`config.mk`:
```
export PLATFORM = sky130hd
export DESIGN_NAME = websocket_frame_deframer_top_flat
export DESIGN_NICKNAME = d
export VERILOG_FILES = /design/src/rtl/wsd_pkg.sv /design/src/rtl/wsd_byte_if.sv /design/src/rtl/wsd_result_if.sv /design/src/rtl/websocket_frame_deframer_top.sv /design/src/flat_wrapper.sv
export SDC_FILE = /design/constraint.sdc
export NUM_CORES = 1
export LEC_CHECK = 0
export BUFFER_PORTS_ARGS = -buffer_cell sky130_fd_sc_hd__buf_2
export CAP_MARGIN = 15
export CORE_UTILIZATION = 45
export CTS_CLUSTER_SIZE = 14
export DETAILED_ROUTE_END_ITERATION = 8
export PLACE_DENSITY_LB_ADDON = 0.25
export SYNTH_ARGS = -nofsm -noshare
export SYNTH_HDL_FRONTEND = slang
export SYNTH_SLANG_ARGS = --single-unit
```
`constraint.sdc`:
```
create_clock -name clk -period 5.15 [get_ports clk]
set_clock_uncertainty 0.2 [all_clocks]
set_input_delay 0.515 -clock clk [delete_from_list [all_inputs] [get_ports clk]]
set_output_delay 0.515 -clock clk [all_outputs]
set_load 0.05 [all_outputs]
```
`src/rtl/wsd_pkg.sv`:
```
// ----------------------------------------------------------------------------
// wsd_pkg
// Shared widths and types for the WebSocket frame deframer.
// ----------------------------------------------------------------------------
package wsd_pkg;

    localparam int LEN_BITS    = 64;
    localparam int BYTE_W      = 8;
    localparam int OPCODE_W    = 4;
    localparam int KEY_W       = 32;
    localparam int EXT_CNT_W   = 3;
    localparam int MASK_IDX_W  = 2;

    localparam logic [6:0] LEN7_EXT16 = 7'd126;
    localparam logic [6:0] LEN7_EXT64 = 7'd127;

    localparam logic [EXT_CNT_W-1:0] EXT16_COUNT = 3'd1;
    localparam logic [EXT_CNT_W-1:0] EXT64_COUNT = 3'd7;
    localparam logic [EXT_CNT_W-1:0] KEY_COUNT   = 3'd3;

    typedef logic [BYTE_W-1:0]   byte_t;
    typedef logic [OPCODE_W-1:0] opcode_t;
    typedef logic [LEN_BITS-1:0] len_t;

    typedef struct packed {
        byte_t   payload_byte;
        logic    byte_valid;
        opcode_t message_opcode;
        logic    frame_end;
        logic    message_end;
    } wsd_result_t;

endpackage

```
`src/rtl/wsd_byte_if.sv`:
```
// ----------------------------------------------------------------------------
// wsd_byte_if
// Valid/ready channel carrying one received stream byte per item.
// ----------------------------------------------------------------------------
interface wsd_byte_if;
    import wsd_pkg::*;

    logic  valid;
    logic  ready;
    byte_t byte_in;

    modport source (output valid, output byte_in, input ready);
    modport sink   (input valid, input byte_in, output ready);
endinterface

```
`src/rtl/wsd_result_if.sv`:
```
// ----------------------------------------------------------------------------
// wsd_result_if
// Valid/ready channel carrying one deframed payload item.
// ----------------------------------------------------------------------------
interface wsd_result_if;
    import wsd_pkg::*;

    logic    valid;
    logic    ready;
    byte_t   payload_byte;
    logic    byte_valid;
    opcode_t message_opcode;
    logic    frame_end;
    logic    message_end;

    modport source (output valid, output payload_byte, output byte_valid,
                    output message_opcode, output frame_end, output message_end,
                    input ready);
    modport sink   (input valid, input payload_byte, input byte_valid,
                    input message_opcode, input frame_end, input message_end,
                    output ready);
endinterface

```
`src/rtl/websocket_frame_deframer_top.sv`:
```
// ----------------------------------------------------------------------------
// websocket_frame_deframer_top
// Parses a WebSocket frame byte stream and emits unmasked payload items.
// ----------------------------------------------------------------------------
//  channel   dir  payload
//  in_ch     in   byte_in
//  out_ch    out  payload_byte, byte_valid, message_opcode, frame_end,
//                 message_end
//
//  One byte per clock sustained while out_ch is not stalled; a byte's result
//  is registered twice (input register, then the parse logic into the output
//  register) before it is presented on out_ch.
//  The 64-bit length decrement and zero test set the path into the output.
//  rst_n clears all parser state to the header-byte-zero phase.
//  A stalled output holds the input register, which in turn holds in_ch.ready.
// ----------------------------------------------------------------------------
module websocket_frame_deframer_top (
    input  logic              clk,
    input  logic              rst_n,
    wsd_byte_if.sink          in_ch,
    wsd_result_if.source      out_ch
);
    import wsd_pkg::*;

    typedef enum logic [2:0] {
        PH_HDR0 = 3'd0,
        PH_HDR1 = 3'd1,
        PH_EXT  = 3'd2,
        PH_KEY  = 3'd3,
        PH_DATA = 3'd4
    } phase_t;

    // input register
    logic  in_valid_reg;
    byte_t in_byte_reg;

    // parser state
    phase_t                 phase_reg, phase_next;
    logic                   frame_fin_reg, frame_fin_next;
    opcode_t                frame_opcode_reg, frame_opcode_next;
    opcode_t                message_opcode_reg, message_opcode_next;
    logic                   in_message_reg, in_message_next;
    logic                   mask_present_reg, mask_present_next;
    logic [KEY_W-1:0]       mask_key_reg, mask_key_next;
    logic [EXT_CNT_W-1:0]   ext_count_reg, ext_count_next;
    len_t                   bytes_left_reg, bytes_left_next;
    logic [MASK_IDX_W-1:0]  mask_index_reg, mask_index_next;

    // output register
    logic        out_valid_reg;
    wsd_result_t out_reg;

    logic        advance;
    logic        res_fire;
    wsd_result_t res;

    logic [6:0]  len7;
    len_t        bytes_dec;
    byte_t       key_byte;
    logic        is_ctrl;
    logic        emit_end;

    // advance the parse stage only when the output slot is free or being taken
    assign advance     = in_valid_reg && (!out_valid_reg || out_ch.ready);
    assign in_ch.ready = !in_valid_reg || advance;

    assign len7      = in_byte_reg[6:0];
    assign bytes_dec = bytes_left_reg - len_t'(1);
    assign is_ctrl   = frame_opcode_reg[OPCODE_W-1];

    always_comb
    begin
        case (mask_index_reg)
            2'd0:    key_byte = mask_key_reg[31:24];
            2'd1:    key_byte = mask_key_reg[23:16];
            2'd2:    key_byte = mask_key_reg[15:8];
            default: key_byte = mask_key_reg[7:0];
        endcase
        if (!mask_present_reg)
        begin
            key_byte = '0;
        end
    end

    always_comb
    begin
        phase_next          = phase_reg;
        frame_fin_next      = frame_fin_reg;
        frame_opcode_next   = frame_opcode_reg;
        message_opcode_next = message_opcode_reg;
        in_message_next     = in_message_reg;
        mask_present_next   = mask_present_reg;
        mask_key_next       = mask_key_reg;
        ext_count_next      = ext_count_reg;
        bytes_left_next     = bytes_left_reg;
        mask_index_next     = mask_index_reg;
        res_fire            = 1'b0;
        emit_end            = 1'b0;
        res.payload_byte    = '0;
        res.byte_valid      = 1'b0;

        case (phase_reg)
            PH_HDR1:
            begin
                mask_present_next = in_byte_reg[7];
                mask_key_next     = '0;
                if (len7 == LEN7_EXT16)
                begin
                    bytes_left_next = '0;
                    ext_count_next  = EXT16_COUNT;
                    phase_next      = PH_EXT;
                end
                else if (len7 == LEN7_EXT64)
                begin
                    bytes_left_next = '0;
                    ext_count_next  = EXT64_COUNT;
                    phase_next      = PH_EXT;
                end
                else
                begin
                    bytes_left_next = {{(LEN_BITS-7){1'b0}}, len7};
                    if (in_byte_reg[7])
                    begin
                        ext_count_next = KEY_COUNT;
                        phase_next     = PH_KEY;
                    end
                    else
                    begin
                        mask_index_next = '0;
                        if (len7 == 7'd0)
                        begin
                            res_fire = 1'b1;
                            emit_end = 1'b1;
                        end
                        else
                        begin
                            phase_next = PH_DATA;
                        end
                    end
                end
            end
            PH_EXT:
            begin
                bytes_left_next = {bytes_left_reg[LEN_BITS-BYTE_W-1:0], in_byte_reg};
                if (ext_count_reg == '0)
                begin
                    if (mask_present_reg)
                    begin
                        ext_count_next = KEY_COUNT;
                        phase_next     = PH_KEY;
                    end
                    else
                    begin
                        mask_index_next = '0;
                        if (bytes_left_next == '0)
                        begin
                            res_fire = 1'b1;
                            emit_end = 1'b1;
                        end
                        else
                        begin
                            phase_next = PH_DATA;
                        end
                    end
                end
                else
                begin
                    ext_count_next = ext_count_reg - EXT_CNT_W'(1);
                end
            end
            PH_KEY:
            begin
                mask_key_next = {mask_key_reg[KEY_W-BYTE_W-1:0], in_byte_reg};
                if (ext_count_reg == '0)
                begin
                    mask_index_next = '0;
                    if (bytes_left_reg == '0)
                    begin
                        res_fire = 1'b1;
                        emit_end = 1'b1;
                    end
                    else
                    begin
                        phase_next = PH_DATA;
                    end
                end
                else
                begin
                    ext_count_next = ext_count_reg - EXT_CNT_W'(1);
                end
            end
            PH_DATA:
            begin
                mask_index_next  = mask_index_reg + MASK_IDX_W'(1);
                bytes_left_next  = bytes_dec;
                res_fire         = 1'b1;
                res.payload_byte = in_byte_reg ^ key_byte;
                res.byte_valid   = 1'b1;
                emit_end         = (bytes_dec == '0);
            end
            default:
            begin
                // header byte zero, also taken for unused phase codes
                frame_fin_next    = in_byte_reg[7];
                frame_opcode_next = in_byte_reg[OPCODE_W-1:0];
                if (!in_byte_reg[OPCODE_W-1] &&
                    (in_byte_reg[OPCODE_W-1:0] != '0 || !in_message_reg))
                begin
                    message_opcode_next = in_byte_reg[OPCODE_W-1:0];
                end
                phase_next = PH_HDR1;
            end
        endcase

        res.message_opcode = is_ctrl ? frame_opcode_reg : message_opcode_reg;
        res.frame_end      = emit_end;
        res.message_end    = emit_end & frame_fin_reg;

        // close the frame; data frames also update the open-message flag
        if (res_fire && emit_end)
        begin
            phase_next = PH_HDR0;
            if (!is_ctrl)
            begin
                in_message_next = !frame_fin_reg;
            end
        end
    end

    always_ff @(posedge clk or negedge rst_n)
    begin
        if (!rst_n)
        begin
            in_valid_reg       <= 1'b0;
            in_byte_reg        <= '0;
            phase_reg          <= PH_HDR0;
            frame_fin_reg      <= 1'b0;
            frame_opcode_reg   <= '0;
            message_opcode_reg <= '0;
            in_message_reg     <= 1'b0;
            mask_present_reg   <= 1'b0;
            mask_key_reg       <= '0;
            ext_count_reg      <= '0;
            bytes_left_reg     <= '0;
            mask_index_reg     <= '0;
            out_valid_reg      <= 1'b0;
            out_reg            <= '0;
        end
        else
        begin
            if (in_ch.ready)
            begin
                in_valid_reg <= in_ch.valid;
                in_byte_reg  <= in_ch.byte_in;
            end

            if (advance)
            begin
                phase_reg          <= phase_next;
                frame_fin_reg      <= frame_fin_next;
                frame_opcode_reg   <= frame_opcode_next;
                message_opcode_reg <= message_opcode_next;
                in_message_reg     <= in_message_next;
                mask_present_reg   <= mask_present_next;
                mask_key_reg       <= mask_key_next;
                ext_count_reg      <= ext_count_next;
                bytes_left_reg     <= bytes_left_next;
                mask_index_reg     <= mask_index_next;
            end

            if (advance && res_fire)
            begin
                out_valid_reg <= 1'b1;
                out_reg       <= res;
            end
            else if (out_ch.ready)
            begin
                out_valid_reg <= 1'b0;
            end
        end
    end

    assign out_ch.valid          = out_valid_reg;
    assign out_ch.payload_byte   = out_reg.payload_byte;
    assign out_ch.byte_valid     = out_reg.byte_valid;
    assign out_ch.message_opcode = out_reg.message_opcode;
    assign out_ch.frame_end      = out_reg.frame_end;
    assign out_ch.message_end    = out_reg.message_end;

endmodule
```
`src/flat_wrapper.sv`:
```
// flat-port wrapper written by rule: the top's interface ports become plain ports
module websocket_frame_deframer_top_flat import wsd_pkg::*;
  (clk, rst_n, in_ch_valid, in_ch_byte_in, in_ch_ready, out_ch_valid, out_ch_payload_byte, out_ch_byte_valid, out_ch_message_opcode, out_ch_frame_end, out_ch_message_end, out_ch_ready);
  wsd_byte_if in_ch_i ();
  wsd_result_if out_ch_i ();
  input  logic clk;
  input  logic rst_n;
  input wire logic [$bits(in_ch_i.valid)-1:0] in_ch_valid;
  input wire logic [$bits(in_ch_i.byte_in)-1:0] in_ch_byte_in;
  output wire logic [$bits(in_ch_i.ready)-1:0] in_ch_ready;
  output wire logic [$bits(out_ch_i.valid)-1:0] out_ch_valid;
  output wire logic [$bits(out_ch_i.payload_byte)-1:0] out_ch_payload_byte;
  output wire logic [$bits(out_ch_i.byte_valid)-1:0] out_ch_byte_valid;
  output wire logic [$bits(out_ch_i.message_opcode)-1:0] out_ch_message_opcode;
  output wire logic [$bits(out_ch_i.frame_end)-1:0] out_ch_frame_end;
  output wire logic [$bits(out_ch_i.message_end)-1:0] out_ch_message_end;
  input wire logic [$bits(out_ch_i.ready)-1:0] out_ch_ready;
  assign in_ch_i.valid = in_ch_valid;
  assign in_ch_i.byte_in = in_ch_byte_in;
  assign in_ch_ready = in_ch_i.ready;
  assign out_ch_valid = out_ch_i.valid;
  assign out_ch_payload_byte = out_ch_i.payload_byte;
  assign out_ch_byte_valid = out_ch_i.byte_valid;
  assign out_ch_message_opcode = out_ch_i.message_opcode;
  assign out_ch_frame_end = out_ch_i.frame_end;
  assign out_ch_message_end = out_ch_i.message_end;
  assign out_ch_i.ready = out_ch_ready;
  websocket_frame_deframer_top u_core (.clk(clk), .rst_n(rst_n), .in_ch(in_ch_i), .out_ch(out_ch_i));
endmodule
```
Word level (Yosys, flattened, before mapping) --
Cells that the tools add are included.
Cells by class: $add $sub $neg 3, equal/unequal tests 23, muxes and demuxes 46, bitwise gates (word level) 4, reductions and logical operators 34
Operators by type and width (count):
- 64-bit zero test | 3
- 64-bit case mux with 3 select lines | 1
- 64-bit 2-to-1 mux | 1
- 32-bit case mux with 2 select lines | 1
- 64-bit by 1-bit subtractor with 64-bit output (second input constant) | 1
- 3-bit 2-to-1 mux | 16
- 8-bit case mux with 3 select lines | 1
- 7-bit equality test (second input constant) | 2
- 2-bit 2-to-1 mux | 6
- 3-bit case mux with 4 select lines | 1
- 1-bit 2-to-1 mux | 11
- 2-bit != test (second input constant) | 5
- 9-bit 2-to-1 mux | 1
- 3-bit case mux with 3 select lines | 1
- 8-bit 2-to-1 mux | 1
- 1-bit case mux with 4 select lines | 2
- 2-bit case mux with 4 select lines | 1
- 2-bit AND reduction | 4
- 8-bit AND reduction | 1
- 4-bit nonzero test | 2
- 8-bit bitwise XOR | 1
- 7-bit zero test | 1
- 7-bit 2-to-1 mux | 1
- 7-bit AND reduction | 1
- other kinds (27) | 44
Storage, ports and cells: flip-flop bits (word level) 140, input bits 12, logic and storage cells 128

Logic depth before layout (Yosys ltp) --
depth after elaboration 9, mapped depth 12, depth with buffers taken out 11

Worst setup path before layout --
Ideal clock, no wire load.
kind reg-to-reg, start register u_core.bytes_left_reg[0], end register u_core.in_message_reg, arrival time 3.356 ns, data required time 4.871 ns, slack 1.515 ns, cell stages (with the launch flop) 12, clock period less this slack 3.635 ns, cells stage by stage dfrtp_1 > inv_1 > ha_1 > nor3b_1 > and4_1 > nand4_2 > nor3_1 > mux2i_1 > nand4_1 > a211o_1 > o41ai_2 > mux2i_1
Between the ends: longest elaborated chain between the ends 7, elaborated cells on any way between the ends 13
RTL lines:
- from (decl) | line websocket_frame_deframer_top.sv:46 | len_t bytes_left_reg, bytes_left_next;
- from (signal assigned) | line websocket_frame_deframer_top.sv:267 | bytes_left_reg <= bytes_left_next;
- parallel branches: the longest is 5 deep, another holds 64-bit by 1-bit subtractor with 64-bit output
- 1-bit logical AND (*) | line websocket_frame_deframer_top.sv:220 | if (res_fire && emit_end)
- 3-bit AND reduction (no line) (*)
- to (signal assigned) | line websocket_frame_deframer_top.sv:263 | in_message_reg <= in_message_next;
- to (decl) | line websocket_frame_deframer_top.sv:42 | logic in_message_reg, in_message_next;
Every way passes the cells marked *. A chain may end at the register's enable or synchronous reset.

Final worst setup path --
start register u_core.bytes_left_reg[7], end register u_core.in_message_reg
The elaborated chain is that of the path after synthesis.

==> impl_metrics.json <==
{
  "largest_reg_flops": 64,
  "grt_pass1_wl_um": 38700,
  "slew_headroom": 0.299,
  "setup_viol": 0,
  "die_area_um2": 19100,
  "drive_above_1_share": 0.0995,
  "grt_antenna_before_repair": 0,
  "period_needed_ps": 4050,
  "final_cell_mix": "o21ai_0 (177), nand2_1 (148), dfrtp_1 (140)",
  "seq_area_um2": 3500,
  "yosysWarnings": 0,
  "swShare": 0.467,
  "syn_inst": 1023,
  "pin_count": 29,
  "rsz0062_at_grt": "no",
  "wl_per_cell_um": 19.0,
  "numCtsBuffers": 17,
  "fp-row-count": 49,
  "powerDensity_nw_per_um2": 559,
  "power.leakage_nw": 3.79,
  "cts_resized": 0,
  "ir_worst_vdd_mv": 0.354,
  "critPathArrivalTime_ps": 4190,
  "start_kind": "flop",
  "fp.dieW_um": 138,
  "avgSynthCellArea_um2": 8.14,
  "clock-sinks": 140,
  "hold_viol_final": 0,
  "dieHeight_um": 138,
  "ant_nets": 0,
  "synth_seq_cells": 140,
  "drt_iter0_markers": 952,
  "crit_fanout": 7,
  "first_pass_iters": 6,
  "grt_max_degree": 98,
  "synthFlopType": "dfrtp_1",
  "max_cap_violations": 0,
  "cts_setup_buffers": 0,
  "n_antenna_cell": 0,
  "tightest_slew_ps": 1040,
  "fin_crit_sh": 0.786,
  "area_delta_synth_final_pct": 9.43,
  "multiInputGateArea_um2": 4440,
  "cts_tree": "built",
  "initial_core_util": 0.462,
  "worstSkewPairLatency_ps": 430,
  "status": "finished, final reports clean",
  "holdCritPathClass": "in -> async",
  "syn_nets": 1044,
  "vias_per_cell": 6.21,
  "clk_pin_slew_ps": 60,
  "first_global_vias": 7168,
  "dp_hpwl_um": 15600,
  "fillCellCount": 1740,
  "post-route-drc-count": 0,
  "vias": 7659,
  "synth_cell_type_count": 57,
  "async_flop_share": 1.00,
  "final_nets": 1014,
  "max_freq_ghz": 0.247,
  "comb_power_share": 0.431,
  "endpoint_kind": "flop",
  "grt.overflow.total": 0,
  "routed_wl_um": 23400,
  "synth_enable_flop_cells": 0,
  "cts-root-buf": "clkbuf_16",
  "cts-htree-levels": 4,
  "gp_congestion": 0.924,
  "design.core.area_um2": 18000,
  "crit_required_ps": 5290,
  "crit_type": "reg -> reg",
  "syn_area_um2": 8330,
  "place_ws_ps": 1230,
  "ys_seq_area_frac": 0.421,
  "grt_usage": 0.252,
  "holdBufCountCts": 0,
  "power.internal_w": 0.00272,
  "p_seq_frac": 0.322,
  "port_buffers": 28,
  "tns_ps": 0,
  "pwr-share-clk": 0.247,
  "clock_tree.buffer_depth": 2,
  "final_common_cell": "o21ai_0",
  "layout_setup_ws_ps": 1100,
  "p_switching_w": 0.00238,
  "slew_violations": 0
}
[path summary, 6_finish.rpt]
check | cells past startpoint | start | slack (ps) | to
max in group asynchronous | 2 | rst_n | 3630 | u_core.frame_opcode_reg[1]
min | 1 | rst_n | 4 | u_core.bytes_left_reg[53]
max | 9 | u_core.bytes_left_reg[7] | 1100 | u_core.in_message_reg
min reg2reg | 2 | u_core.out_ch.payload_byte[6] | 280 | u_core.out_ch.payload_byte[6]
max reg2reg | 9 | u_core.bytes_left_reg[7] | 1100 | u_core.in_message_reg
min in group clk | 2 | in_ch_valid | 80 | u_core.in_valid_reg
[final cells by class]
type,count,share of cell area
clock buffers,18,0.0482
clock inverters,13,0.0172
inverters,20,0.00823
multi-input cells,778,0.487
flip-flops and latches,140,0.384
well taps,229,0.0314
repair buffers,36,0.0240
[layer usage]
layer	track usage	wire length (µm)
met2	0.386	10700
met5	0	0
met4	0.0775	381
met3	0.0509	1640
met1	0.358	10600
[synthesized netlist by cell type (all sizes together), types with 5 or more instances]
cell | instances | share of area
inv | 20 | 0.0090
dfrtp | 140 | 0.42
ha | 9 | 0.014
xor2 | 19 | 0.020
nor4 | 28 | 0.024
nor3 | 47 | 0.031
and3 | 5 | 0.0038
o22ai | 6 | 0.0045
nand4 | 18 | 0.015
mux2 | 15 | 0.020
buf | 8 | 0.0048
a32oi | 9 | 0.0095
a31oi | 6 | 0.0045
or3 | 12 | 0.0090
nand3 | 13 | 0.0078
or4 | 12 | 0.011
nand2 | 150 | 0.068
a222oi | 8 | 0.0096
nor2 | 75 | 0.034
a21oi | 62 | 0.037
clkbuf | 77 | 0.035
nand2b | 5 | 0.0038
xnor2 | 20 | 0.021
a22oi | 27 | 0.024
o21ai | 179 | 0.11
mux2i | 5 | 0.0060
[kinds of logic (layout without fill, tap and decap cells)]
| logic type | Yosys count | in the layout | share of synthesized area |
|---|---|---|---|
| and+or+nand+nor | 391 | 391 | 0.230 |
| AOI/OAI and AO/OA | 319 | 319 | 0.220 |
| DFF | 140 | 140 | 0.421 |
| buffers and inverters | 105 | 87 | 0.0485 |
| xor gates and xnor gates | 39 | 39 | 0.0410 |
| muxes | 20 | 20 | 0.0263 |
| adders and majority gates | 9 | 9 | 0.0135 |
[power groups by stage]
stage,Clock (W),Sequential [W],Combinational (W)
final,0.00126,0.00164,0.00220
after global routing,0.00133,0.00168,0.00242
after CTS,0.00128,0.00164,0.00218
after detailed placement,0,0.00166,0.00217
after global placement,0,0.00165,0.00216
after floorplan,0,0.00168,0.00155
[metrics by stage]
step | area, µm² | hold slack, ps | instances | utilization | total power (W)
floorplan | 8330 | 19.4 | 1023 | - | 0.00323
global placement | 8520 | 256 | 1203 | 0.473 | 0.00380
detailed placement | 8520 | 263 | 1203 | 0.473 | 0.00382
CTS | 9120 | 52.2 | 1234 | 0.506 | 0.00510
global route | 9120 | 79.7 | 1234 | 0.506 | 0.00543
finish | 9120 | 3.84 | 1234 | 0.506 | 0.00510
[worst max-delay path, cell delays in order, from the launching register on]
cell	delay (ps)
dfrtp_1	470
nor4_1	910
and4_1	460
nand4_2	250
nor3_1	430
mux2i_1	280
nand4_1	110
a211o_1	290
o41ai_2	330
mux2i_1	220
Power figures use the tool's default switching activity.
